===== src/design/mvma_pkg.sv =====
// shared constants, types and codes for the matrix-vector multiply-accumulate unit
package mvma_pkg;

    localparam int MAX_COLS   = 256;
    localparam int LANES      = 4;
    localparam int COL_W      = $clog2(MAX_COLS);
    localparam int LANE_W     = $clog2(LANES);
    localparam int BANK_DEPTH = MAX_COLS / LANES;
    localparam int BANK_AW    = COL_W - LANE_W;

    localparam int ELEM_W     = 16;
    localparam int COEF_W     = 16;
    localparam int PROD_W     = 2 * ELEM_W;
    localparam int ACC_W      = 48;
    localparam int ACC_HALF   = ACC_W / 2;
    localparam int Y_W        = 32;
    localparam int ROW_W      = 16;
    localparam int FRAC_SHIFT = 8;

    localparam int P_HI_W     = COEF_W + ACC_HALF;
    localparam int P_LO_W     = COEF_W + ACC_HALF + 1;
    localparam int P_Y_W      = COEF_W + Y_W;
    localparam int WIDE_W     = ACC_W + COEF_W + 2;
    localparam int SH_W       = WIDE_W - FRAC_SHIFT;

    localparam int CFG_IDX_W  = 1;
    localparam logic [CFG_IDX_W-1:0] REG_ALPHA = 1'b0;
    localparam logic [CFG_IDX_W-1:0] REG_BETA  = 1'b1;

    localparam logic signed [COEF_W-1:0] ALPHA_RESET = 16'sd256;
    localparam logic signed [COEF_W-1:0] BETA_RESET  = 16'sd0;

    typedef enum logic {
        OP_LOAD = 1'b0,
        OP_ROW  = 1'b1
    } op_t;

    typedef logic signed [ELEM_W-1:0] elem_t;
    typedef logic signed [PROD_W-1:0] prod_t;

    typedef struct packed {
        logic             valid;
        op_t              op;
        logic             last;
        logic [ROW_W-1:0] row;
    } ctl_t;

endpackage


===== src/design/mvma_lane.sv =====
// one multiply lane: matrix element times stored x element, registered
module mvma_lane (
    input  logic            clk,
    input  logic            en,
    input  mvma_pkg::elem_t elem,
    input  mvma_pkg::elem_t xval,
    output mvma_pkg::prod_t prod
);

    mvma_pkg::prod_t prod_reg;
    mvma_pkg::prod_t prod_next;

    assign prod_next = mvma_pkg::PROD_W'(elem) * mvma_pkg::PROD_W'(xval);

    always_ff @(posedge clk)
    begin
        if (en)
        begin
            prod_reg <= prod_next;
        end
    end

    assign prod = prod_reg;

endmodule


===== config.mk =====
export PLATFORM = sky130hd
export DESIGN_NAME = mvma_lane
export DESIGN_NICKNAME = d
export VERILOG_FILES = /design/src/design/mvma_pkg.sv /design/src/design/mvma_lane.sv
export SDC_FILE = /design/constraint.sdc
export NUM_CORES = 1
export LEC_CHECK = 0
export BUFFER_PORTS_ARGS = -buffer_cell sky130_fd_sc_hd__buf_2
export CAP_MARGIN = 25
export CORE_MARGIN = 4
export CORE_UTILIZATION = 59
export CTS_CLUSTER_SIZE = 8
export DETAILED_ROUTE_END_ITERATION = 8
export PLACE_DENSITY_LB_ADDON = 0.08
export SETUP_SLACK_MARGIN = 0.02
export SYNTH_ARGS = -nofsm -noshare
export SYNTH_HDL_FRONTEND = slang
export SYNTH_SLANG_ARGS = --single-unit

===== constraint.sdc =====
create_clock -name clk -period 11.2 [get_ports clk]
set_input_delay 1.68 -clock clk [delete_from_list [all_inputs] [get_ports clk]]
set_output_delay 1.68 -clock clk [all_outputs]
set_load 0.02 [all_outputs]

=== Yosys cells after proc, flatten, opt, wreduce, memory -nomap -nowiden ===
Cells that the tools add are included.

* Output and inout port bits: 32
* Word-level logic and storage cells: 2
* Memory bits (read-only): 0
* Memories: 0
* Latch bits: 0
* Bits in writable memories: 0
* Register bits after elaboration: 32

* Shifts and indexed selects: 0
* Multiplexer cells: 0
* Add/subtract/negate cells: 0
* Eq/ne operators: 0
* Reductions and logical operators: 0
* $mul: 1
* Bitwise operators: 0
* Magnitude comparators: 0
* Div/mod/pow operators: 0

{| class="wikitable"
|+ Operators with widths
! cell !! number
|-
| multiplier 16 x 16 -> 32 bit || 1
|}

=== Logic depth before layout (Yosys ltp) ===
Gate-level depths: netlist of run 1.

* Word-level depth: 1
* Gate-level depth with buffers: 22

=== Least setup slack after synthesis of run 1 ===
Ideal clock, no wire load.

* Kind: input-to-reg
* Start: input port elem[15]
* End: register prod_reg[25], in the netlist prod[25], data pin
* Arrival: 6.997 ns
* Required time: 11.050 ns
* Slack: 4.054 ns
* Cell stages on the path: 20
* Path through: clkbuf_1 > nand2_1 > inv_1 > fa_1 > fa_1 > fa_1 > fa_1 > fa_1 > inv_1 > fa_1 > inv_1 > ha_1 > clkbuf_1 > a21o_1 > o21bai_1 > a21oi_1 > o211ai_2 > or2_1 > a2111o_1 > o211ai_2

* Cells in the longest elaborated chain, start to end: 1

{| class="wikitable"
|+ Ends and longest elaborated chain
! element !! line !! text
|-
| start: declaration || mvma_lane.sv:5 || <nowiki>input mvma_pkg::elem_t elem,</nowiki>
|-
| multiplier 16 x 16 -> 32 bit || mvma_lane.sv:13 || <nowiki>assign prod_next = mvma_pkg::PROD_W'(elem) * mvma_pkg::PROD_W'(xval);</nowiki>
|-
| net prod_next[25] || mvma_lane.sv:11 || <nowiki>mvma_pkg::prod_t prod_next;</nowiki>
|-
| end signal: assignment || mvma_lane.sv:19 || <nowiki>prod_reg <= prod_next;</nowiki>
|-
| end: declaration || mvma_lane.sv:10 || <nowiki>mvma_pkg::prod_t prod_reg;</nowiki>
|}

The timed path passes the listed nets, and every way through them passes these cells.
A chain may end at the register's enable or synchronous reset.

=== Worst setup path in the final report of run 1 ===
* Start: input port elem[7]
* End: register prod_reg[29], in the netlist prod[29], data pin

Same word-level chain as after synthesis.

==> results of run 1 <==
==> kinds of logic after synthesis <==
kind of cell,synth area share
and+or+nand+nor,0.1405
xor gates and xnor gates,0.02673
adders and majority gates,0.5799
buffers and inverters,0.1129
DFF,0.08886
AOI/OAI and AO/OA,0.05114
==> per-layer routing <==
| metal | routed length (um) | GRT usage | vias up |
|---|---|---|---|
| met5 | 0 | 0 | - |
| met4 | 833 | 0.07631 | 0 |
| met3 | 839 | 0.02496 | 45 |
| met2 | 13380 | 0.4726 | 150 |
| met1 | 8818 | 0.2999 | 3891 |
| li1 | - | - | 3356 |
==> how the worst max path moves through the flow <==
stage	to	slack (ns)
3_3_place_gp	prod[25]$_DFFE_PP_	3.75
6_report	prod[29]$_DFFE_PP_	3.96
4_1_cts	prod[25]$_DFFE_PP_	3.97
5_1_grt	prod[28]$_DFFE_PP_	3.65
3_5_place_dp	prod[31]$_DFFE_PP_	3.68
2_1_floorplan	prod[25]$_DFFE_PP_	4.05
==> cell usage after synthesis <==
cell type / count / area, um2
o31ai_1: 1 / 7.510
o211ai_2: 2 / 25.02
a221oi_1: 1 / 8.760
o211ai_1: 3 / 22.52
a21o_1: 13 / 97.59
buf_6: 1 / 11.26
a21oi_2: 1 / 8.760
nand3_1: 4 / 20.02
o21bai_1: 4 / 30.03
and3_2: 1 / 7.510
a31oi_1: 4 / 25.02
edfxtp_1: 32 / 960.9
inv_1: 288 / 1081
a21o_2: 2 / 17.52
a21oi_1: 18 / 90.09
or4b_2: 1 / 10.01
nand2_1: 127 / 476.7
a221o_1: 1 / 10.01
o21ai_0: 12 / 60.06
nor3_1: 3 / 15.01
xnor2_1: 25 / 219.0
and2_1: 126 / 788.3
or2_1: 1 / 6.260
or4_1: 1 / 7.510
nor4_1: 3 / 18.77
and3_1: 3 / 18.77
a211oi_1: 3 / 22.52
a31oi_2: 1 / 12.51
and4_1: 2 / 17.52
xor2_1: 8 / 70.07
a2111oi_0: 1 / 8.760
buf_2: 1 / 5.000
o2111ai_1: 2 / 17.52
nand2b_1: 6 / 37.54
nand3b_1: 1 / 7.510
ha_1: 82 / 1026
a311oi_1: 2 / 17.52
a2111o_1: 1 / 11.26
nor2_1: 20 / 75.07
clkbuf_1: 33 / 123.9
a311o_1: 2 / 20.02
o31a_2: 1 / 10.01
o21a_1: 4 / 30.03
nand4_1: 2 / 12.51
fa_1: 262 / 5245
==> critical path: cells and delay by family <==
| family | cells | cell delay [ns] |
|---|---|---|
| AND/OR/NAND/NOR | 3 | 0.55 |
| AO/OA/AOI/OAI | 5 | 1.13 |
| adder cells (fa/ha/maj) | 7 | 3.32 |
| buffers and inverters | 6 | 0.56 |
==> metrics by stage <==
step | setup slack (ns) | util | hold WS [ns] | instance area (um2)
2_1_floorplan | 4.054 | - | 1.793 | 10810
6_report | 3.955 | 0.6356 | 1.965 | 11460
3_3_place_gp | 3.748 | 0.6261 | 2.123 | 11290
4_1_cts | 3.973 | 0.6356 | 1.959 | 11460
5_1_grt | 3.650 | 0.6356 | 1.980 | 11460
3_5_place_dp | 3.682 | 0.6261 | 2.127 | 11290
==> layout make-up <==
type                            instances  area, um2  share of cell area
Sequential cell                        32      960.9             0.08387
Clock inverter                          3      46.29            0.004041
Timing Repair Buffer                   65      325.3             0.02839
Inverter                              288       1081             0.09435
Multi-Input combinational cell        757       8632              0.7534
Clock buffer                            5      125.1             0.01092
Tap cell                              229      286.5             0.02501
==> results by group, run 1 <==
Clock network
  – Post-CTS Resized: 0
  – CTS tree: built
  – CTS Buf Count: 5
  – Post-CTS setup buffers: 0
  – Clk buf depth: 2
  – Root Driver: clkbuf_16
  – Clock sink count: 32
  – Clock slew at reported path FFs: 0.06 ns
  – CTS H-tree lvls: 2
  – Cts hold-fix bufs: 0

Synth
  – Synth Register Bits: 32
  – Average cell area after synthesis: 9.725 um2
  – Syn. warnings: 0
  – Netlist cell types: 45
  – Synth Net Count: roughly 1500
  – Mapped Area: around 0.011 mm2
  – Sequential element share of the synthesized area: 0.08886
  – Cells after synthesis: 1112

Setup path
  – Crit-path max FO: 16
  – Worst-path cell chain: buf_2 -> nand2_1 -> fa_1 -> inv_1 -> fa_1 -> inv_1 -> fa_1 -> inv_1 -> fa_1 -> fa_1 -> inv_1 -> fa_1 -> inv_1 -> ha_1 -> and3_2 -> a221o_1 -> a21oi_2 -> o211ai_2 -> o31a_2 -> nor4_1 -> a311oi_1
  – Critical path class: in2reg
  – WP data arrival: 7.26 ns
  – CP Data Required Time: about 11 ns
  – CP most frequent cell: fa_1
  – Crit path capture type: flip-flop
  – Startpoint types: input pin
  – Slowest cell on the critical path: fa_1
  – CP max stage delay: around 0.55 ns
  – Critical Path Source: elem[7]

Route
  – Vias per cell: roughly 5.4
  – DRC: 0
  – DR WL/cell: roughly 17 um
  – Routed Antenna Nets: 0
  – Pre-antenna DRT Iters: 7
  – Routed vias: approximately 7400
  – Initial DRC count: 340
  – Post-Route WL: around 24 mm

Hold path
  – Hold Crit Start: xval[0]
  – Worst Hold Path Cells: 2
  – Worst hold path type: in2reg
  – Hold Path Sink: prod[0]$_DFFE_PP_

Die
  – Die height: about 140 um
  – Core Area: between 0.015 and 0.02 mm2
  – I/O pins: 66
  – Rows: around 50
  – Initial Utilization: 0.6000
  – Die Width: 143.4 um
  – Die Footprint: around 0.021 mm2

Global routing
  – Largest net degree at the start of global routing: 33
  – Initial antenna violation count: 0
  – First-pass GRT wire length: just under 40 mm
  – Overflow after GRT: 0
  – Gr usage total: 0.2498
  – Vias in the first global route: between 7000 and 8000

Place
  – IO buf count: 65
  – Global placement routability congestion: approximately 0.85
  – Placed cells: about 1400
  – Final HPWL DP: around 20 mm

STA
  – Final Max Slew Viols: 0
  – Worst-Margin Slew: between 0.7 and 0.8 ns
  – Post-Route Setup TNS: 0 ns
  – Period Utilization, post-route: 0.6468
  – Unrepaired setup endpoints after global routing: false
  – Max Fclk: about 140 MHz
  – Final hold vios: 0
  – Slew headroom: 0.5073
  – Final min period: a little over 7 ns
  – Final count of negative-setup-slack endpoints: 0

Cells and area
  – Most common cell after layout, fill and taps aside: inv_1
  – Antenna cell count: 0
  – Layout cells sized above 1: 0.07130
  – Number of flip-flops in the largest register: 32
  – Number of fill cells: ~1500
  – Finished Layout Cells: 1379
  – Most frequent cells in the layout: inv_1, fa_1, nand2_1
  – Layout Nets: approximately 1500
  – Area Growth Syn to Fin: 5.947%

Flow run
  – Max_cap viols: 0

Outcome
  – Status: completed
Power of run 1 is left out: the tool's default activity adds up to more than one toggle a clock period on the data nets, which glitch-free logic cannot reach.
==> run 2, diff against run 1 <==
- clock period: 11.2 -> 6.8 ns (I/O delays scaled with it)
==> run 2 against run 1 <==
Non-clock buffer count grew 40. Critical path depth decreased by 2. Highest routed layer unchanged. Worst setup slack got worse by 3.7 ns. Sequential share of layout area shrank 0.21 points. Utilization increased by 1.7 points. Die area unchanged. Cell count rose by 2.9%. Global-route usage increased by 0.38 points. Hold slack got worse by 0.68 ns. Wire length up 2.0%.
==> results by group, run 2 (synthesized netlist as in run 1, its figures left out) <==
Global routing
  – First-pass GRT wire length: about 40 mm
  – Vias in the first global route: slightly above 8000
  – Gr usage total: 0.2536
  – Initial antenna violation count: 0
  – Largest net degree at the start of global routing: 33
  – Overflow after GRT: 0

STA
  – Unrepaired setup endpoints after global routing: false
  – Worst-Margin Slew: 0.7148 ns
  – Slew headroom: 0.5235
  – Max Fclk: around 150 MHz
  – Final Max Slew Viols: 0
  – Final count of negative-setup-slack endpoints: 0
  – Period Utilization, post-route: 0.9599
  – Worst hold slack: 1.286 ns
  – Final hold vios: 0
  – Final min period: 6.528 ns

Cells and area
  – Area Growth Syn to Fin: 8.724%
  – Number of flip-flops in the largest register: 32
  – Most frequent cells in the layout: inv_1, fa_1, nand2_1
  – Number of fill cells: between 1500 and 2000
  – Finished Core Util: 0.6523
  – Layout Nets: 1567
  – Most common cell after layout, fill and taps aside: inv_1
  – Fin area: between 0.01 and 0.015 mm2
  – Layout cells sized above 1: 0.1025
  – Antenna cell count: 0

Place
  – IO buf count: 65
  – Global placement routability congestion: between 0.8 and 0.9
  – DP Area: 0.01159 mm2
  – Final HPWL DP: ~21 mm

Setup path
  – Critical path class: in2reg
  – WP data arrival: 6.66 ns
  – CP Data Required Time: slightly below 7 ns
  – Crit path capture: prod[25]$_DFFE_PP_
  – Startpoint types: input pin
  – Crit-path max FO: 10
  – Crit path capture type: flip-flop
  – Critical Path Source: xval[1]

Die
  – Rows: 49
  – I/O pins: 66
  – Die Width: between 100 and 150 um
  – Die Footprint: ~0.021 mm2
  – Initial Utilization: 0.6000
  – Die height: approximately 140 um
  – Core Area: about 0.018 mm2

Route
  – Post-Route WL: 24.36 mm
  – DRC: 0
  – Pre-antenna DRT Iters: 4
  – Initial DRC count: around 250
  – DR WL/cell: between 15 and 20 um
  – Routed Antenna Nets: 0
  – Routed vias: roughly 7600
  – Vias per cell: 5.359

Flow run
  – Max_cap viols: 0

Hold path
  – Worst hold path type: in2reg
  – Worst Hold Path Cells: 2

Clock network
  – CTS Buf Count: 5
  – Root Driver: clkbuf_16
  – Post-CTS setup buffers: 0
  – Clock slew at reported path FFs: around 0.060 ns
  – CTS H-tree lvls: 2
  – CTS tree: built
  – Clock sink count: 32
  – Post-CTS Resized: 0
  – Cts hold-fix bufs: 0
  – Clk buf depth: 2

Outcome
  – Status: completed
## run 2: metal layers
metal	track usage	up-vias	share of wire
met4	0.1001	0	0.049
met3	0.02329	62	0.029
li1	-	3441	-
met1	0.3026	3938	0.36
met5	0	-	0
met2	0.4723	164	0.56
## run 2: final cells by class
| type | instances | area, um2 | share of cell area |
|---|---|---|---|
| Timing Repair Buffer | 105 | 625.6 | 0.05321 |
| Sequential cell | 32 | 960.9 | 0.08173 |
| Clock inverter | 3 | 46.29 | 0.003937 |
| Clock buffer | 5 | 125.1 | 0.01064 |
| Inverter | 288 | 1081 | 0.09194 |
| Multi-Input combinational cell | 757 | 8632 | 0.7342 |
| Tap cell | 229 | 286.5 | 0.02437 |
## run 2: per-stage QoR
step / instances / worst slack [ns] / setup TNS, ns
after floorplan: 1112 / 0.3135 / 0
after global placement: 1411 / 0.1136 / 0
after detailed placement: 1411 / -0.004501 / -0.004501
after CTS: 1419 / 0.2948 / 0
after global routing: 1419 / 0.04955 / 0
final: 1419 / 0.2724 / 0
## run 2: worst max-delay path, stage by stage
cell	delay [ns]
buf_2	0.28
nand2_1	0.14
fa_1	0.53
fa_1	0.52
fa_1	0.52
inv_1	0.05
fa_1	0.47
fa_1	0.52
inv_1	0.05
fa_1	0.49
inv_1	0.05
ha_1	0.34
a21o_1	0.22
a221o_1	0.41
a21oi_2	0.17
o211ai_2	0.13
or2_1	0.25
a2111o_1	0.43
o211ai_2	0.07
## run 2: worst min-delay path by stage
stage / slack [ns] / end / startpoint
final: 1.29 / prod[0]$_DFFE_PP_ / xval[0]
after global routing: 1.31 / prod[0]$_DFFE_PP_ / xval[0]
after CTS: 1.28 / prod[0]$_DFFE_PP_ / xval[0]
after detailed placement: 1.47 / prod[19] / prod[19]$_DFFE_PP_
after global placement: 1.46 / prod[15] / prod[15]$_DFFE_PP_
after floorplan: 1.13 / prod[0]$_DFFE_PP_ / en
Power of run 2 is left out for the same reason.
