File: src/design/mvma_pkg.sv
// shared constants, types and codes for the matrix-vector multiply-accumulate unit
package mvma_pkg;

    localparam int MAX_COLS   = 256;
    localparam int LANES      = 4;
    localparam int COL_W      = $clog2(MAX_COLS);
    localparam int LANE_W     = $clog2(LANES);
    localparam int BANK_DEPTH = MAX_COLS / LANES;
    localparam int BANK_AW    = COL_W - LANE_W;

    localparam int ELEM_W     = 16;
    localparam int COEF_W     = 16;
    localparam int PROD_W     = 2 * ELEM_W;
    localparam int ACC_W      = 48;
    localparam int ACC_HALF   = ACC_W / 2;
    localparam int Y_W        = 32;
    localparam int ROW_W      = 16;
    localparam int FRAC_SHIFT = 8;

    localparam int P_HI_W     = COEF_W + ACC_HALF;
    localparam int P_LO_W     = COEF_W + ACC_HALF + 1;
    localparam int P_Y_W      = COEF_W + Y_W;
    localparam int WIDE_W     = ACC_W + COEF_W + 2;
    localparam int SH_W       = WIDE_W - FRAC_SHIFT;

    localparam int CFG_IDX_W  = 1;
    localparam logic [CFG_IDX_W-1:0] REG_ALPHA = 1'b0;
    localparam logic [CFG_IDX_W-1:0] REG_BETA  = 1'b1;

    localparam logic signed [COEF_W-1:0] ALPHA_RESET = 16'sd256;
    localparam logic signed [COEF_W-1:0] BETA_RESET  = 16'sd0;

    typedef enum logic {
        OP_LOAD = 1'b0,
        OP_ROW  = 1'b1
    } op_t;

    typedef logic signed [ELEM_W-1:0] elem_t;
    typedef logic signed [PROD_W-1:0] prod_t;

    typedef struct packed {
        logic             valid;
        op_t              op;
        logic             last;
        logic [ROW_W-1:0] row;
    } ctl_t;

endpackage

File: src/design/mvma_merge.sv
// lane sum into the row accumulator, alpha/beta scaling, rounding, saturation, result register
module mvma_merge (
    input  logic                                clk,
    input  logic                                rst_n,
    input  logic                                adv,
    input  mvma_pkg::ctl_t                      ctl,
    input  mvma_pkg::prod_t                     prod [mvma_pkg::LANES],
    input  logic signed [mvma_pkg::Y_W-1:0]     y_old,
    input  logic signed [mvma_pkg::COEF_W-1:0]  alpha,
    input  logic signed [mvma_pkg::COEF_W-1:0]  beta,
    output logic                                res_valid,
    output logic signed [mvma_pkg::Y_W-1:0]     y_new,
    output logic [mvma_pkg::ROW_W-1:0]          row_number,
    output logic                                saturated
);

    localparam logic signed [mvma_pkg::WIDE_W-1:0] ROUND_ADD =
        mvma_pkg::WIDE_W'(1) <<< (mvma_pkg::FRAC_SHIFT - 1);

    // accumulate stage
    logic signed [mvma_pkg::ACC_W-1:0]  lane_sum;
    logic signed [mvma_pkg::ACC_W-1:0]  acc_sum;
    logic signed [mvma_pkg::ACC_W-1:0]  acc_reg;
    logic                               s3_valid_reg;
    logic signed [mvma_pkg::ACC_W-1:0]  s3_acc_reg;
    logic signed [mvma_pkg::Y_W-1:0]    s3_yold_reg;
    logic [mvma_pkg::ROW_W-1:0]         s3_row_reg;

    // scaling stage
    logic signed [mvma_pkg::ACC_HALF-1:0] acc_hi;
    logic signed [mvma_pkg::ACC_HALF:0]   acc_lo;
    logic                               s4_valid_reg;
    logic signed [mvma_pkg::P_HI_W-1:0] s4_phi_reg;
    logic signed [mvma_pkg::P_LO_W-1:0] s4_plo_reg;
    logic signed [mvma_pkg::P_Y_W-1:0]  s4_py_reg;
    logic [mvma_pkg::ROW_W-1:0]         s4_row_reg;

    // sum stage
    logic signed [mvma_pkg::WIDE_W-1:0] wide_next;
    logic                               s5_valid_reg;
    logic signed [mvma_pkg::WIDE_W-1:0] s5_wide_reg;
    logic [mvma_pkg::ROW_W-1:0]         s5_row_reg;

    // round and clamp
    logic signed [mvma_pkg::SH_W-1:0]   shifted;
    logic                               fits;
    logic signed [mvma_pkg::Y_W-1:0]    y_next;
    logic                               out_valid_reg;
    logic signed [mvma_pkg::Y_W-1:0]    y_reg;
    logic [mvma_pkg::ROW_W-1:0]         row_reg;
    logic                               sat_reg;

    always_comb
    begin
        lane_sum = '0;
        for (int k = 0; k < mvma_pkg::LANES; k++)
        begin
            lane_sum = lane_sum + mvma_pkg::ACC_W'(prod[k]);
        end
    end

    assign acc_sum = acc_reg + lane_sum;

    always_ff @(posedge clk or negedge rst_n)
    begin
        if (!rst_n)
        begin
            acc_reg       <= '0;
            s3_valid_reg  <= 1'b0;
            s4_valid_reg  <= 1'b0;
            s5_valid_reg  <= 1'b0;
            out_valid_reg <= 1'b0;
        end
        else if (adv)
        begin
            if (ctl.valid && ctl.op == mvma_pkg::OP_ROW)
            begin
                acc_reg <= ctl.last ? '0 : acc_sum;
            end
            s3_valid_reg  <= ctl.valid && ctl.op == mvma_pkg::OP_ROW && ctl.last;
            s4_valid_reg  <= s3_valid_reg;
            s5_valid_reg  <= s4_valid_reg;
            out_valid_reg <= s5_valid_reg;
        end
    end

    assign acc_hi = s3_acc_reg[mvma_pkg::ACC_W-1:mvma_pkg::ACC_HALF];
    assign acc_lo = {1'b0, s3_acc_reg[mvma_pkg::ACC_HALF-1:0]};

    assign wide_next = (mvma_pkg::WIDE_W'(s4_phi_reg) <<< mvma_pkg::ACC_HALF)
                     + mvma_pkg::WIDE_W'(s4_plo_reg)
                     + mvma_pkg::WIDE_W'(s4_py_reg)
                     + ROUND_ADD;

    assign shifted = s5_wide_reg[mvma_pkg::WIDE_W-1:mvma_pkg::FRAC_SHIFT];
    assign fits    = (&shifted[mvma_pkg::SH_W-1:mvma_pkg::Y_W-1])
                   || !(|shifted[mvma_pkg::SH_W-1:mvma_pkg::Y_W-1]);

    always_comb
    begin
        if (fits)
        begin
            y_next = shifted[mvma_pkg::Y_W-1:0];
        end
        else if (shifted[mvma_pkg::SH_W-1])
        begin
            y_next = {1'b1, {(mvma_pkg::Y_W-1){1'b0}}};
        end
        else
        begin
            y_next = {1'b0, {(mvma_pkg::Y_W-1){1'b1}}};
        end
    end

    always_ff @(posedge clk)
    begin
        if (adv)
        begin
            s3_acc_reg  <= acc_sum;
            s3_yold_reg <= y_old;
            s3_row_reg  <= ctl.row;

            s4_phi_reg  <= mvma_pkg::P_HI_W'(alpha) * mvma_pkg::P_HI_W'(acc_hi);
            s4_plo_reg  <= mvma_pkg::P_LO_W'(alpha) * mvma_pkg::P_LO_W'(acc_lo);
            s4_py_reg   <= mvma_pkg::P_Y_W'(beta) * mvma_pkg::P_Y_W'(s3_yold_reg);
            s4_row_reg  <= s3_row_reg;

            s5_wide_reg <= wide_next;
            s5_row_reg  <= s4_row_reg;

            y_reg       <= y_next;
            row_reg     <= s5_row_reg;
            sat_reg     <= !fits;
        end
    end

    assign res_valid  = out_valid_reg;
    assign y_new      = y_reg;
    assign row_number = row_reg;
    assign saturated  = sat_reg;

endmodule

File: config.mk
export PLATFORM = sky130hd
export DESIGN_NAME = mvma_merge
export DESIGN_NICKNAME = d
export VERILOG_FILES = /design/src/design/mvma_pkg.sv /design/src/design/mvma_merge.sv
export SDC_FILE = /design/constraint.sdc
export NUM_CORES = 2
export LEC_CHECK = 0
export CAP_MARGIN = 20
export CELL_PAD_IN_SITES_DETAIL_PLACEMENT = 0
export CELL_PAD_IN_SITES_GLOBAL_PLACEMENT = 1
export CORE_MARGIN = 1.5
export CORE_UTILIZATION = 53
export CTS_CLUSTER_SIZE = 14
export DETAILED_ROUTE_END_ITERATION = 10
export DONT_BUFFER_PORTS = 1
export GPL_ROUTABILITY_DRIVEN = 0
export GPL_TIMING_DRIVEN = 0
export PLACE_DENSITY = 0.8
export SLEW_MARGIN = 20
export SYNTH_ARGS = -nofsm -noshare
export SYNTH_HDL_FRONTEND = slang
export SYNTH_SLANG_ARGS = --single-unit
File: constraint.sdc
create_clock -name clk -period 7.6 [get_ports clk]
set_input_delay 1.52 -clock clk [delete_from_list [all_inputs] [get_ports clk]]
set_output_delay 1.52 -clock clk [all_outputs]
set_load 0.005 [all_outputs]
Word level (Yosys, flattened, before mapping)

Index checks and enable logic that the tools add are counted.

Bits in registers: 424
Input port bits: 214
Output and inout port bits: 50
Logic and storage cells: 38

Add/sub/neg operators: 7
Multiply operators: 3
Mux-type cells: 3
Reductions and logical operators: 8

Operators by type and width:

| kind                                                            | count |
|---|---|
| 65-bit by 48-bit adder with 66-bit output                       | 1 |
| 66-bit by 9-bit adder with 66-bit output, second input constant | 1 |
| 64-bit by 41-bit adder with 65-bit output                       | 1 |
| 32-bit two-way mux                                              | 2 |
| 48-bit by 35-bit adder with 48-bit output                       | 1 |
| 16-bit by 32-bit multiplier with 48-bit output                  | 1 |
| 48-bit two-way mux                                              | 1 |
| 16-bit by 25-bit multiplier with 41-bit output                  | 1 |
| 16-bit by 24-bit multiplier with 40-bit output                  | 1 |
| 34-bit by 32-bit adder with 35-bit output                       | 1 |
| 33-bit by 32-bit adder with 34-bit output                       | 1 |
| 32-bit by 32-bit adder with 33-bit output                       | 1 |
| 27-bit AND reduction                                            | 1 |
| 27-bit OR reduction                                             | 1 |
| 1-bit logical AND                                               | 2 |
| 1-bit logical NOT                                               | 2 |
| 2-bit AND reduction                                             | 1 |
| 1-bit logical OR                                                | 1 |

Depth between registers and ports, before layout

Depth in word-level cells: 5
Mapped depth: 26
Depth with buffers taken out: 25

Worst setup path before layout

No wires, ideal clock.

Path type: input port to flip-flop
From: in alpha[1] (netlist bit)
To: reg s4_plo_reg[27] (netlist bit) (data pin)
Library setup time: 0.259 ns
Data arrival time: 7.345 ns
Required time: 7.341 ns
Setup slack: -0.004 ns
Stages: 25
Path buffers: 2
Path through: clkbuf_1 > clkbuf_1 > nand2_1 > fa_1 > inv_1 > fa_1 > inv_1 > fa_1 > inv_1 > fa_1 > fa_1 > inv_1 > fa_1 > inv_1 > ha_1 > a21o_1 > a21o_1 > a21o_1 > a2bb2oi_1 > nor4b_1 > a21oi_1 > a31o_2 > a21o_1 > a21oi_1 > xnor2_1

Word-level cells in the longest chain between the ends: 1

RTL lines:

| what                                           | RTL line          | RTL |
|---|---|---|
| start, declared                                | mvma_merge.sv:9   | `input logic signed [mvma_pkg::COEF_W-1:0] alpha,` |
| 16-bit by 25-bit multiplier with 41-bit output | mvma_merge.sv:124 | `s4_plo_reg <= mvma_pkg::P_LO_W'(alpha) * mvma_pkg::P_LO_W'(acc_lo);` |
| end signal, assigned                           | mvma_merge.sv:124 |  |
| end, declared                                  | mvma_merge.sv:34  | `logic signed [mvma_pkg::P_LO_W-1:0] s4_plo_reg;` |

Every way passes these cells.
A chain may end at the register's enable or synchronous reset.

Worst setup path in the final report

From: in alpha[15] (netlist bit)
To: reg s4_plo_reg[40] (netlist bit) (data pin)

The elaborated chain is that of the path after synthesis.

==> impl_results.md <==
- Status: finished clean
- R2r startpoint: s3_acc_reg[17]$_DFFE_PP_
- CP max stage cell: fa_1
- Tcrit/Tclk final: between 90% and 100%
- Main synth FF type: edfxtp_1
- Max Clk Rate: around 130 MHz
- Cts hold-fix bufs: 0
- Critical Path Source Type: input port
- CP Cell Sequence: clkinv_2, buf_4, nor2_1, fa_1, inv_1, fa_1, fa_1, inv_1, fa_1, fa_1, inv_1, fa_1, inv_1, ha_1, a21o_1, a211o_1, a211o_1, a31o_2, o2111ai_1, nand3b_1, a311o_1, xnor2_2
- Clk pin slew, worst setup/hold paths: 0.06 ns
- Syn_nets: roughly 8,600
- # setup viols final: 0
- Detail Placement HPWL: roughly 140,000 um
- Syn avg cell area: 10.06 um^2
- IO Pins: ~260
- Die width: between 300 and 400 um
- Worst Hold Depth: 0
- Largest fanout on the critical path: 11
- PortBufs: 0
- Final hold viol count: 0
- Hold Path End: s5_row_reg[10]$_DFFE_PP_
- Share of post-route cells with drive strength above 1: approximately 4.0%
- Die footprint: approximately 130,000 um^2
- DR vias/cell: ~5.5
- R2r worst-path depth: 20
- Clk_lat worst skew: just under 0.7 ns
- Max reg flops: 58
- First-pass DRT Iterations: 5
- Synth Cell Area: around 66,000 um^2
- Async set-reset flop share out of synthesis: between 10% and 20%
- Number of max-cap violations: 0
- Antenna Nets Post-Route: 0
- CTS Buf Count: 50
- Die height: approximately 360 um
- Place WS: -1.953 ns
- Slowest stage delay, CP: around 0.53 ns
- Grt ovf: 0
- Fin worst setup slack: just over 0.1 ns
- Largest net degree at the start of global routing: 370
- Hold Crit Start: s4_row_reg[10]$_DFFE_PP_
- Core ar.: about 120,000 um^2
- Area grow syn2layout: 6.694%
- Setup crit end kind: flop
- H-tree depth: 2
- Final slew viol count: 0
- Sequential fraction of the synthesis area: 18.54%
- Final min period: around 7.5 ns
- Final TNS setup: 0 ns
- GR Util All Layers: roughly 29%
- # nets final: between 8,000 and 9,000
- Number of global-route vias before repair: just under 50,000
- Standard-cell rows: between 100 and 150
- Clock tree buffer depth: 3
- FF-to-FF setup slack: about 0.15 ns
- CP most frequent cell: fa_1
- Worst Path Required: between 8 and 9 ns
- Initial drt markers: approximately 3,200
- Antenna violations before repair: 14
- Cells after Synth: about 6,600
- Worst-margin pin slew: approximately 1.4 ns
- Arrival @ worst endpoint: around 8 ns
- Clock Skews: between 0.06 and 0.07 ns
- Final hold slack: 0.4185 ns
- Reg-to-Reg End: s4_plo_reg[40]$_DFFE_PP_
- Post-synth EDFFs: 364
- Relative slew slack: ~6.0%
- Global-route wire length before repair: 273,100 um
- CTS tree: built
- Min-Delay Path Class: reg -> reg
- Vias post-DR: between 40,000 and 50,000
- FILL cells: around 11,000
- Count of cell types in the netlist: 80
- Starting density of the core: between 50% and 60%
- CTS Root Cell: clkbuf_16
- Routed wire length: approximately 170,000 um
- YS warnings: 0
- Setup CP Type: in -> reg
- Clock Sinks: ~420
- DR WL/cell: between 20 and 25 um
- Seq cells post-synth: between 400 and 500
- DR DRC count: 0
worst max-delay path: cells and delay by family:
| kind | cells | cell delay (ns) |
|---|---|---|
| buffers and inverters | 6 | 0.80 |
| and+or+nand+nor | 2 | 0.35 |
| xor gates and xnor gates | 1 | 0.32 |
| adders and majority gates | 7 | 3.21 |
| AOI/OAI and AO/OA | 6 | 1.69 |
layer usage:
layer / vias up / global-route usage (%) / routed length (um)
met5: - / 0 / 19
met4: 4 / 11.14 / 7787
met3: 374 / 4.896 / 13650
met2: 1609 / 46.23 / 81870
met1: 23691 / 38.43 / 70290
li1: 20319 / - / -
timing repair:
item,in CTS,in global routing
setup endpoints to repair,43,23
pin swaps,2,14
gates resized for setup,121,196
cloned,0,0
buffers inserted,0,9
layout make-up:
cell class	count	area, um^2	share of cell area, %
multi-input combinational	4465	47660	67.71
clock buffer	57	1277	1.815
antenna	11	27.53	0.03911
clock inverter	37	376.6	0.5351
buffer	241	1287	1.829
inverter	1431	5376	7.639
timing repair buffer	11	97.59	0.1387
tap	1637	2048	2.910
sequential	416	12230	17.38
worst max-delay path by stage:
stage | from | endpoint | slack (ns) | cells past startpoint
5_1_grt | beta[5] | s4_py_reg[42]$_DFFE_PP_ | -0.009 | 23
6_report | alpha[15] | s4_plo_reg[40]$_DFFE_PP_ | 0.10 | 22
2_1_floorplan | alpha[1] | s4_phi_reg[36]$_DFFE_PP_ | 0.02 | 26
4_1_cts | alpha[1] | s4_plo_reg[39]$_DFFE_PP_ | 0.01 | 25
3_5_place_dp | alpha[2] | s4_plo_reg[40]$_DFFE_PP_ | -1.95 | 25
3_3_place_gp | alpha[7] | s4_plo_reg[40]$_DFFE_PP_ | -2.01 | 25
synthesized netlist by cell type, types with 6 or more instances:
master | number | share of area, %
nor3_1 | 27 | 0.20
o21a_1 | 24 | 0.27
nand3_1 | 43 | 0.33
dfrtp_1 | 52 | 2.0
a31oi_1 | 9 | 0.085
nor2_1 | 163 | 0.93
xor2_1 | 62 | 0.82
o41ai_1 | 7 | 0.093
edfxtp_1 | 364 | 17
nor4_1 | 13 | 0.12
o211ai_1 | 14 | 0.16
o21bai_1 | 28 | 0.32
a21oi_1 | 205 | 1.6
nand2b_1 | 47 | 0.45
a21o_1 | 123 | 1.4
and2_1 | 522 | 5.0
nor2b_1 | 26 | 0.25
clkbuf_1 | 241 | 1.4
ha_1 | 485 | 9.2
o21ai_0 | 128 | 0.97
fa_1 | 1317 | 40
o31ai_1 | 19 | 0.22
a211oi_1 | 19 | 0.22
nand4_1 | 34 | 0.32
xnor2_1 | 166 | 2.2
a211o_1 | 6 | 0.080
nand2_1 | 791 | 4.5
a22o_1 | 41 | 0.54
o21ai_1 | 16 | 0.12
and3_1 | 27 | 0.26
inv_1 | 1430 | 8.1
a221oi_1 | 6 | 0.080
metrics by stage:
step | cells | area [um^2] | util, %
finish | 8306 | 70380 | 56.93
floorplan | 6554 | 65970 | -
global route | 8295 | 70350 | 56.90
global placement | 8191 | 68010 | 55.01
CTS | 8287 | 70010 | 56.63
detailed placement | 8193 | 68050 | 55.04
cells in the final DEF, fill, tap and decap left out, types with 12 or more instances in the layout:
cell / synthesis / routed
fa_1: 1317 / 1314
nor4_1: 13 / 13
ha_1: 485 / 482
clkbuf_1: 241 / 127
o21ai_0: 128 / 127
a22o_1: 41 / 41
nor3_1: 27 / 27
o211ai_1: 14 / 14
o21a_1: 24 / 24
clkbuf_16: 0 / 50
o21bai_1: 28 / 28
nand3_1: 43 / 42
o21ai_1: 16 / 16
dfrtp_1: 52 / 52
o31ai_1: 19 / 17
inv_1: 1430 / 1429
xor2_1: 62 / 62
edfxtp_1: 364 / 364
clkbuf_4: 0 / 17
a211oi_1: 19 / 17
clkbuf_2: 0 / 71
nand4_1: 34 / 34
nor2b_1: 26 / 26
and3_1: 27 / 27
xnor2_1: 166 / 162
a21oi_1: 205 / 201
nand2_1: 791 / 790
a21o_1: 123 / 123
buf_4: 0 / 17
nand2b_1: 47 / 47
nor2_1: 163 / 163
and2_1: 522 / 522
clkinv_2: 0 / 12
cells by family after synthesis:
group | after synthesis | share of synthesized area (%)
AO/OA/AOI/OAI | 706 | 6.999
XOR/XNOR | 228 | 3.027
adder cells (fa/ha/maj) | 1802 | 49.17
buffers and inverters | 1673 | 9.520
flip-flops | 416 | 18.54
multiplexers | 5 | 0.08156
AND/OR/NAND/NOR | 1724 | 12.66
Power is left out: the tool's default activity adds up to more than one toggle a clock period on the data nets, which glitch-free logic cannot reach.
