**src/design/mvma_pkg.sv**
```systemverilog
// shared constants, types and codes for the matrix-vector multiply-accumulate unit
package mvma_pkg;

    localparam int MAX_COLS   = 256;
    localparam int LANES      = 4;
    localparam int COL_W      = $clog2(MAX_COLS);
    localparam int LANE_W     = $clog2(LANES);
    localparam int BANK_DEPTH = MAX_COLS / LANES;
    localparam int BANK_AW    = COL_W - LANE_W;

    localparam int ELEM_W     = 16;
    localparam int COEF_W     = 16;
    localparam int PROD_W     = 2 * ELEM_W;
    localparam int ACC_W      = 48;
    localparam int ACC_HALF   = ACC_W / 2;
    localparam int Y_W        = 32;
    localparam int ROW_W      = 16;
    localparam int FRAC_SHIFT = 8;

    localparam int P_HI_W     = COEF_W + ACC_HALF;
    localparam int P_LO_W     = COEF_W + ACC_HALF + 1;
    localparam int P_Y_W      = COEF_W + Y_W;
    localparam int WIDE_W     = ACC_W + COEF_W + 2;
    localparam int SH_W       = WIDE_W - FRAC_SHIFT;

    localparam int CFG_IDX_W  = 1;
    localparam logic [CFG_IDX_W-1:0] REG_ALPHA = 1'b0;
    localparam logic [CFG_IDX_W-1:0] REG_BETA  = 1'b1;

    localparam logic signed [COEF_W-1:0] ALPHA_RESET = 16'sd256;
    localparam logic signed [COEF_W-1:0] BETA_RESET  = 16'sd0;

    typedef enum logic {
        OP_LOAD = 1'b0,
        OP_ROW  = 1'b1
    } op_t;

    typedef logic signed [ELEM_W-1:0] elem_t;
    typedef logic signed [PROD_W-1:0] prod_t;

    typedef struct packed {
        logic             valid;
        op_t              op;
        logic             last;
        logic [ROW_W-1:0] row;
    } ctl_t;

endpackage

```
**src/design/mvma_xbank.sv**
```systemverilog
// one bank of the x vector store, one write and one registered read per cycle
module mvma_xbank (
    input  logic                             clk,
    input  logic                             we,
    input  logic [mvma_pkg::BANK_AW-1:0]     waddr,
    input  logic signed [mvma_pkg::ELEM_W-1:0] wdata,
    input  logic                             re,
    input  logic [mvma_pkg::BANK_AW-1:0]     raddr,
    output logic signed [mvma_pkg::ELEM_W-1:0] rdata
);

    logic signed [mvma_pkg::ELEM_W-1:0] mem [mvma_pkg::BANK_DEPTH];
    logic signed [mvma_pkg::ELEM_W-1:0] rdata_reg;

    always_ff @(posedge clk)
    begin
        if (we)
        begin
            mem[waddr] <= wdata;
        end
        if (re)
        begin
            rdata_reg <= mem[raddr];
        end
    end

    assign rdata = rdata_reg;

endmodule

```
**config.mk**
```make
export PLATFORM = sky130hd
export DESIGN_NAME = mvma_xbank
export DESIGN_NICKNAME = d
export VERILOG_FILES = /design/src/design/mvma_pkg.sv /design/src/design/mvma_xbank.sv
export SDC_FILE = /design/constraint.sdc
export NUM_CORES = 1
export LEC_CHECK = 0
export BUFFER_PORTS_ARGS = -buffer_cell sky130_fd_sc_hd__buf_2
export CELL_PAD_IN_SITES_DETAIL_PLACEMENT = 1
export CELL_PAD_IN_SITES_GLOBAL_PLACEMENT = 2
export CORE_MARGIN = 2
export CORE_UTILIZATION = 46
export CTS_CLUSTER_DIAMETER = 60
export DETAILED_ROUTE_END_ITERATION = 16
export GPL_ROUTABILITY_DRIVEN = 0
export GPL_TIMING_DRIVEN = 0
export PLACE_DENSITY_LB_ADDON = 0.3
export SLEW_MARGIN = 10
export SYNTH_ARGS = -nofsm -noshare
export SYNTH_HDL_FRONTEND = slang
export SYNTH_SLANG_ARGS = --single-unit
```
**constraint.sdc**
```tcl
create_clock -name clk -period 2.1 [get_ports clk]
set_input_delay 0.21 -clock clk [delete_from_list [all_inputs] [get_ports clk]]
set_output_delay 0.21 -clock clk [all_outputs]
set_load 0.1 [all_outputs]
```
Yosys cells after proc, flatten, opt, wreduce, memory -nomap -nowiden:

Memories as Yosys holds them, arrays and structs flattened. A register that Yosys moved wholly into a read port is not among the register bits.
Index checks and enable logic that the tools add are counted.

* mux-type cells: 2

Operator list (number)
* $mux W1: 2

* register bits after elaboration: 0
* bits in writable memories: 1024
* bits of input ports: 31
* output and inout port bits: 16
* word-level logic and storage cells: 3
* memories kept: 1

Memory list
* mem: depth 64, bits a word 16, rd ports 1, clocked after memory_dff 1, wr ports 1, RTL line mvma_xbank.sv:12 `logic signed [mvma_pkg::ELEM_W-1:0] mem [mvma_pkg::BANK_DEPTH];`

Depth between registers and ports, before layout:

Gate-level depths: netlist (run 1).

* depth after elaboration: 2
* gate-level depth with buffers: 10
* mapped depth without buffers: 5

Worst setup path after synthesis (run 1):

Ideal clock, no wire load.

* path kind: input to register
* from: input waddr[3] (netlist bit)
* to: memory mem[48][0] (netlist bit), enable pin
* setup time: 0.409 ns
* data arrival time: 1.836 ns
* data required time: 1.691 ns
* path slack: -0.145 ns
* cell stages on the path: 4
* path buffers: 1
* cells stage by stage: clkbuf_1 nor2b_1 nand4b_1 nor3_1

RTL lines
* from (decl): RTL line mvma_xbank.sv:5 `input logic [mvma_pkg::BANK_AW-1:0] waddr,`
* to (decl): RTL line mvma_xbank.sv:12

No word-level cell before the write port.

==> run summary, run 1 <==
OUTCOME
----------------------------------------------------------------------------------
Status                                                                finished, violations left
Failing checks                                                        setup timing

GRT
----------------------------------------------------------------------------------
Final global-route overflow total                                                0
Antenna violations before repair                                                 3
Overall track demand over capacity in global routing                        0.2508
Via count of the first global-routing pass                                   20910
Pin count of the biggest net entering global routing                            65
First-pass GRT wire length                                               158000 um

DIE
----------------------------------------------------------------------------------
Area of the core region                                               0.08675 sq mm
Horiz. Die Dim                                                            299.6 um
Starting density of the core                                                0.4634
Full die area                                                         0.08978 sq mm
Die span in y                                                             299.6 um
Number of placement rows                                                       108
I/O pins                                                                        47

PLACE
----------------------------------------------------------------------------------
Hpwl dp                                                                   72080 um
Number of placed instances with taps included                                 3088
PortBufs                                                                        39

ROUTE
----------------------------------------------------------------------------------
Residual DRC                                                                     0
Total vias in the final route                                                20160
Total Wirelength                                                         111000 um
Drt wl/cell                                                               33.71 um
Top Metal Used                                                                met5
Routed wire length on met3                                                 8559 um
Detailed-route wire length on metal 1                                     45320 um
Violation count after the first detailed-route iteration                      2586
Routed wl met2                                                            53860 um
Length of the first detailed-routing pass in iterations                          7
Antenna Violating Nets Remaining                                                 0
Via-to-Cell Ratio                                                            6.122

STA
----------------------------------------------------------------------------------
RSZ-0062 raised after global routing                                           yes
Total of endpoints with negative setup slack in the final report                 2
Shortest clock period the worst path allows after layout                  2.117 ns
Tightest Pin Transition                                                  0.9311 ns
Pins over their slew limit                                                       0
Hold Fails Final Rpt                                                             0
Final critical-path setup slack                                        -0.01688 ns
Slew HR                                                                     0.3793
Final sum of negative setup slack                                      -0.02010 ns
Post-route fraction of the period consumed by the critical path              1.008
FMAX                                                                     472.4 MHz
Final setup skew                                                        0.02982 ns

LAYOUT
----------------------------------------------------------------------------------
Post-Layout Cell Count                                                        3293
Area grow syn2layout                                                        17.38%
Share of layout cells above drive strength 1                                0.3390
Fill cell instance count of the final layout                                  7479
Final net count                                                               2076
Flip-flop count of the largest register, all copies and words added           1024

LOGIC SYNTHESIS
----------------------------------------------------------------------------------
Ys async rst share                                                               0
Proportion of synthesized chip area in sequential cells                     0.7768
Area of the mapped netlist                                            0.04020 sq mm
Synthesis warning total                                                          0
FF+latch count, synth                                                         1040
Most used flip-flop cell after synthesis                              sky130_fd_sc_hd__edfxtp_1
Number of nets in the synthesized netlist                                     1860
Avg Synthesized Cell Area                                              21.98 sq um
Cell count after synthesis                                                    1829
Post-synth EDFFs                                                              1040
Synth cell types                                                                42

SETUP PATH
----------------------------------------------------------------------------------
Critical path start-end classification                                     reg2reg
CP Max Fanout                                                                    1
Delay-heaviest family, CP                                             multiplexers
Arrival @ worst endpoint                                                   2.55 ns
Startpoint kind of the worst setup timing path                           flip-flop
Crit-path max cell delay                                                   0.48 ns
Kind of capture point of the worst setup path                            flip-flop
Highest-delay cell along the critical path                            sky130_fd_sc_hd__mux4_2
Critical path, cell by cell                                           mux4_2, mux2_4, nand2_2, nand4_1, and4_4
Critical path buffer and inverter count                                          0
Required time at the endpoint of the critical path                         2.53 ns

CLOCK TREE
----------------------------------------------------------------------------------
TritonCTS clock tree                                                          done
Largest buffer count on any clock path                                           3
Library cell used as clock root buffer                                sky130_fd_sc_hd__clkbuf_16
TritonCTS buffer count                                                         107
Reg clk slew, reported paths                                               0.06 ns
Sinks on the clock net                                                        1040
H-tree levels                                                                    3
Source-to-sink clock delay at the later pin of the worst-skew pair         0.68 ns

RUN
----------------------------------------------------------------------------------
Maximum capacitance violations                                                   0

POWER
----------------------------------------------------------------------------------
Net load switching power                                                0.009962 W
Register share of total power                                                0.520
Part of the total power dissipated in the clock network                      0.417
Sw Ratio                                                                    0.2245
Total power density per cell area                                     940.3 mW/mm^2
Leakage power of the design                                               14.81 nW
Combinational power share                                                    0.063
Cell internal pwr                                                        0.03441 W
Final Power                                                              0.04437 W
Peak VDD IR                                                            0.0006915 V

MIN PATH
----------------------------------------------------------------------------------
Hold crit path type                                                         in2reg

layer usage:
metal,track usage,vias to the layer above
met1,0.3596,10900
met2,0.3993,935
met3,0.03783,160
met5,0,-
met4,0.08179,4
li1,-,8163
cells in the mapped netlist, types with 4 or more instances:
master                        n  area share
sky130_fd_sc_hd__edfxtp_1  1040        0.78
sky130_fd_sc_hd__mux4_2     220        0.12
sky130_fd_sc_hd__mux2i_1     85       0.021
sky130_fd_sc_hd__nor2_1      72      0.0067
sky130_fd_sc_hd__nand2_1     59      0.0055
sky130_fd_sc_hd__a22oi_1     39      0.0073
sky130_fd_sc_hd__buf_2       36      0.0045
sky130_fd_sc_hd__nor2b_1     30      0.0047
sky130_fd_sc_hd__mux2_2      27      0.0076
sky130_fd_sc_hd__clkbuf_1    24      0.0022
sky130_fd_sc_hd__nand3_1     24      0.0030
sky130_fd_sc_hd__a21oi_1     17      0.0021
sky130_fd_sc_hd__buf_6       17      0.0048
sky130_fd_sc_hd__a221oi_1    16      0.0035
sky130_fd_sc_hd__buf_4       13      0.0024
sky130_fd_sc_hd__nand4_1     12      0.0019
sky130_fd_sc_hd__a211o_1      8      0.0017
sky130_fd_sc_hd__a211oi_1     8      0.0015
sky130_fd_sc_hd__a311oi_1     8      0.0017
sky130_fd_sc_hd__a31oi_1      8      0.0012
sky130_fd_sc_hd__a221o_1      6      0.0015
sky130_fd_sc_hd__a22o_1       6      0.0013
sky130_fd_sc_hd__a41oi_1      5      0.0011
sky130_fd_sc_hd__and4_1       5      0.0011
sky130_fd_sc_hd__buf_12       5      0.0025
sky130_fd_sc_hd__o21ai_0      5     0.00062
sky130_fd_sc_hd__mux4_1       4      0.0026
final timing paths:
check	slack [ns]	cells past startpoint	start	end
setup / recovery	-0.02	5	mem[15][10]$_DFFE_PP_	rdata[10]$_DFFE_PP_
hold / removal	0.09	2	wdata[10]	mem[55][10]$_DFFE_PP_
hold reg to reg	1.05	4	mem[32][2]$_DFFE_PP_	rdata[2]$_DFFE_PP_
setup reg to reg	-0.02	5	mem[15][10]$_DFFE_PP_	rdata[10]$_DFFE_PP_
placed cells by master, fill, tap and decap left out, types with 13 or more instances in the layout:
master | Yosys | layout
sky130_fd_sc_hd__nand3_1 | 24 | 21
sky130_fd_sc_hd__nand2_1 | 59 | 54
sky130_fd_sc_hd__nor2b_1 | 30 | 30
sky130_fd_sc_hd__nor2_4 | 0 | 14
sky130_fd_sc_hd__a21oi_1 | 17 | 13
sky130_fd_sc_hd__buf_6 | 17 | 19
sky130_fd_sc_hd__buf_2 | 36 | 46
sky130_fd_sc_hd__mux2i_4 | 0 | 13
sky130_fd_sc_hd__clkbuf_16 | 0 | 109
sky130_fd_sc_hd__clkbuf_1 | 24 | 37
sky130_fd_sc_hd__mux2_2 | 27 | 24
sky130_fd_sc_hd__mux2i_1 | 85 | 65
sky130_fd_sc_hd__a22oi_1 | 39 | 38
sky130_fd_sc_hd__nor2_2 | 2 | 51
sky130_fd_sc_hd__edfxtp_1 | 1040 | 1040
sky130_fd_sc_hd__buf_4 | 13 | 40
sky130_fd_sc_hd__buf_8 | 3 | 59
sky130_fd_sc_hd__clkinv_2 | 0 | 26
sky130_fd_sc_hd__clkinv_1 | 0 | 29
sky130_fd_sc_hd__mux4_2 | 220 | 220
power groups by stage:
stage               clock network, W  registers [W]  logic [W]
finish                        0.0185         0.0231    0.00281
global route                  0.0194         0.0231    0.00292
CTS                           0.0187         0.0231    0.00275
detailed placement                 0         0.0235    0.00262
global placement                   0         0.0235    0.00250
floorplan                          0         0.0237    0.00119
through the flow:
stage	hold slack [ns]	utilization	cell area, sq um	worst slack [ns]
3_3_place_gp	0.6239	0.4824	41850	-1.663
4_1_cts	0.06962	0.5410	46930	-0.03260
3_5_place_dp	0.6481	0.4966	43080	-1.329
5_1_grt	0.09266	0.5439	47180	-0.05027
6_report	0.09048	0.5439	47190	-0.01688
2_1_floorplan	0.3089	-	40210	-0.06780
cells by family (layout without fill, tap and decap cells):
logic type,after synthesis,in the layout,synth area share
simple gates,220,220,0.02636
flops,1040,1040,0.7768
other cells,0,2,0
compound gates,129,129,0.02400
mux,336,336,0.1546
buf+inv,104,411,0.01824
cell type report:
cell class	instances	area, sq um	share of cell area
clock buffers	127	2795	0.05923
repair buffers	108	1311	0.02779
flip-flops and latches	1040	31230	0.6618
clock inverters	73	593.1	0.01257
well taps	1155	1445	0.03062
diodes	2	5.005	0.0001061
multi-input cells	685	9037	0.1915
plain buffers	103	772.0	0.01636
timing repair:
| item | in CTS | in global routing |
|---|---|---|
| gates resized for setup | 88 | 45 |
| setup endpoints to repair | 339 | 72 |
| hold endpoints to repair | 16 | 0 |
| pin swaps | 7 | 12 |
| hold buffers | 1 | 0 |
| setup buffers | 3 | 0 |
Power figures use the tool's default switching activity.
==> run 2, diff against run 1 <==
CORE_UTILIZATION = 25   (was 46)
==> run summary, run 2 (synthesis results as in run 1) <==
OUTCOME
-------------------------------------------------------------------------------------
Status                                                                   finished, violations left
Failing checks                                                           setup timing

SETUP PATH
-------------------------------------------------------------------------------------
Startpoint kind of the worst setup timing path                              flip-flop
Highest-delay cell along the critical path                               sky130_fd_sc_hd__mux4_2
Required time at the endpoint of the critical path                            2.49 ns   -0.04 ns
Kind of capture point of the worst setup path                               flip-flop
Arrival @ worst endpoint                                                      2.54 ns   about the same
Crit-path max cell delay                                                      0.52 ns   +0.04 ns
Critical path, cell by cell                                              mux4_2, mux2_4, a221oi_4, a311oi_2
Critical path start-end classification                                        reg2reg
CP Max Fanout                                                                       1   unchanged

MIN PATH
-------------------------------------------------------------------------------------
Hold crit path type                                                            in2reg

STA
-------------------------------------------------------------------------------------
FMAX                                                                        464.9 MHz   -1.6%
RSZ-0062 raised after global routing                                              yes
Final setup skew                                                           0.01985 ns   -0.009971 ns
Hold Fails Final Rpt                                                                0   unchanged
Final critical-path setup slack                                           -0.05113 ns   -0.03424 ns
Slew HR                                                                        0.3232   -0.05605
Pins over their slew limit                                                          0   unchanged
Tightest Pin Transition                                                      1.012 ns   +0.08124 ns
Total of endpoints with negative setup slack in the final report                   19   +17
Final sum of negative setup slack                                          -0.4251 ns   -0.4050 ns
Post-route fraction of the period consumed by the critical path                 1.024   +0.01631
Shortest clock period the worst path allows after layout                     2.151 ns   +0.03424 ns

ROUTE
-------------------------------------------------------------------------------------
Via-to-Cell Ratio                                                               4.530   -26%
Residual DRC                                                                        0   unchanged
Drt wl/cell                                                                  27.84 um   -17%
Total Wirelength                                                            120100 um   +8.2%
Violation count after the first detailed-route iteration                         1705   -34%
Length of the first detailed-routing pass in iterations                             5   -2
Antenna Violating Nets Remaining                                                    0   unchanged
Total vias in the final route                                                   19550   -3.0%

LAYOUT
-------------------------------------------------------------------------------------
Final net count                                                                  2091   +0.72%
Most frequent cells in the layout                                        sky130_fd_sc_hd__edfxtp_1 (1040), sky130_fd_sc_hd__mux4_2 (220), sky130_fd_sc_hd__clkbuf_16 (114)
Share of layout cells above drive strength 1                                   0.3499   +0.01093
Flip-flop count of the largest register, all copies and words added              1024   unchanged
Most frequent standard cell in the layout excluding fill and tap cells   sky130_fd_sc_hd__edfxtp_1
Area grow syn2layout                                                           22.02%
Fill cell instance count of the final layout                                    15950   +110%

DIE
-------------------------------------------------------------------------------------
Number of placement rows                                                          147   +36%
Horiz. Die Dim                                                               405.0 um   +35%
I/O pins                                                                           47   unchanged
Starting density of the core                                                   0.2510   -0.2125
Full die area                                                            0.1640 sq mm   +83%
Die span in y                                                                405.0 um   +35%
Area of the core region                                                  0.1602 sq mm   +85%

GRT
-------------------------------------------------------------------------------------
Pin count of the biggest net entering global routing                               65   unchanged
Met2 track demand over resource                                                0.2352   -0.1641
Via count of the first global-routing pass                                      20840   -0.32%
Overall track demand over capacity in global routing                           0.1468   -0.1040
Global Route met3 Usage                                                       0.02143   -0.01640
Final global-route overflow total                                                   0   unchanged
GRT Max-Usage Layer                                                              met2
First-pass GRT wire length                                                  167800 um   +6.2%
Routing usage on met1                                                          0.2047   -0.1549
Antenna violations before repair                                                    1   -2

POWER
-------------------------------------------------------------------------------------
Leakage power of the design                                                  15.02 nW   +1.4%
Peak VDD IR                                                               0.0005760 V   -17%
Total power density per cell area                                        923.2 mW/mm^2   -1.8%

CLOCK TREE
-------------------------------------------------------------------------------------
Sinks on the clock net                                                           1040   unchanged
TritonCTS buffer count                                                            111   +3.7%
Library cell used as clock root buffer                                   sky130_fd_sc_hd__clkbuf_16
TritonCTS clock tree                                                             done
Source-to-sink clock delay at the later pin of the worst-skew pair            0.70 ns   +0.02 ns
Reg clk slew, reported paths                                                  0.06 ns   about the same
Largest buffer count on any clock path                                              3   unchanged
H-tree levels                                                                       3   unchanged

PLACE
-------------------------------------------------------------------------------------
PortBufs                                                                           39   unchanged
Hpwl dp                                                                      81780 um   +13%
Post-Place Worst Slack                                                      -1.474 ns   -0.1446 ns

RUN
-------------------------------------------------------------------------------------
Maximum capacitance violations                                                      0   unchanged

## run 2: changes by cell type in the layout (fill, tap and decap cells not counted), moves of 6 or more
cell / delta
sky130_fd_sc_hd__clkinv_2: -12
sky130_fd_sc_hd__mux2_2: -9
sky130_fd_sc_hd__mux2_4: +9
sky130_fd_sc_hd__buf_4: +8
sky130_fd_sc_hd__mux2i_4: +7
sky130_fd_sc_hd__a311oi_1: -6
## run 2: where the power goes
| group | internal [W] | switching [W] |
|---|---|---|
| sequential | 0.0230 | 0.0000377 |
| clock | 0.0110 | 0.00816 |
| combinational | 0.000980 | 0.00203 |
## run 2: cell type report
class,count,area [sq um],share of cell area
clock buffers,135,2932,0.05976
clock inverters,73,646.9,0.01319
diodes,1,2.502,0.00005101
flip-flops and latches,1040,31230,0.6366
repair buffers,119,1443,0.02941
well taps,2160,2703,0.05509
multi-input cells,685,9314,0.1899
plain buffers,103,784.5,0.01599
## run 2: per-layer routing
| metal | up-vias | wire, um |
|---|---|---|
| met2 | 467 | 56920 |
| met5 | - | 0 |
| li1 | 8184 | - |
| met4 | 0 | 3573 |
| met3 | 148 | 5215 |
| met1 | 10750 | 54430 |
## run 2: timing repair
action / CTS / global route
setup endpoints to repair: 302 / 73
hold buffers: 6 / 0
pin swaps: 20 / 22
hold endpoints to repair: 121 / 0
gates cloned: 0 / 0
gates resized for setup: 143 / 36
buffers inserted: 2 / 0
## run 2: final timing paths
kind	cells after the start	from	slack, ns	to
max	4	mem[61][4]$_DFFE_PP_	-0.05	rdata[4]$_DFFE_PP_
min	2	wdata[14]	0.02	mem[34][14]$_DFFE_PP_
max reg2reg	4	mem[61][4]$_DFFE_PP_	-0.05	rdata[4]$_DFFE_PP_
min reg2reg	4	mem[52][5]$_DFFE_PP_	1.07	rdata[5]$_DFFE_PP_
## run 2: worst max-delay path: cells and delay by family (launching register included)
family / cells / cell delay, ns
muxes: 2 / 0.83
AOI/OAI and AO/OA: 2 / 0.62
DFF: 1 / 0.38
## run 2: per-stage QoR
step	power [W]	util	instances	hold WS (ns)	cell area (sq um)
6_report	0.04529	0.3062	4316	0.01559	49050
5_1_grt	0.04664	0.3062	4316	0.03613	49050
4_1_cts	0.04578	0.3049	4315	0.04472	48850
3_5_place_dp	0.02629	0.2775	4100	0.6398	44450
3_3_place_gp	0.02617	0.2691	4028	0.6246	43110
2_1_floorplan	0.02491	-	1829	0.3089	40210
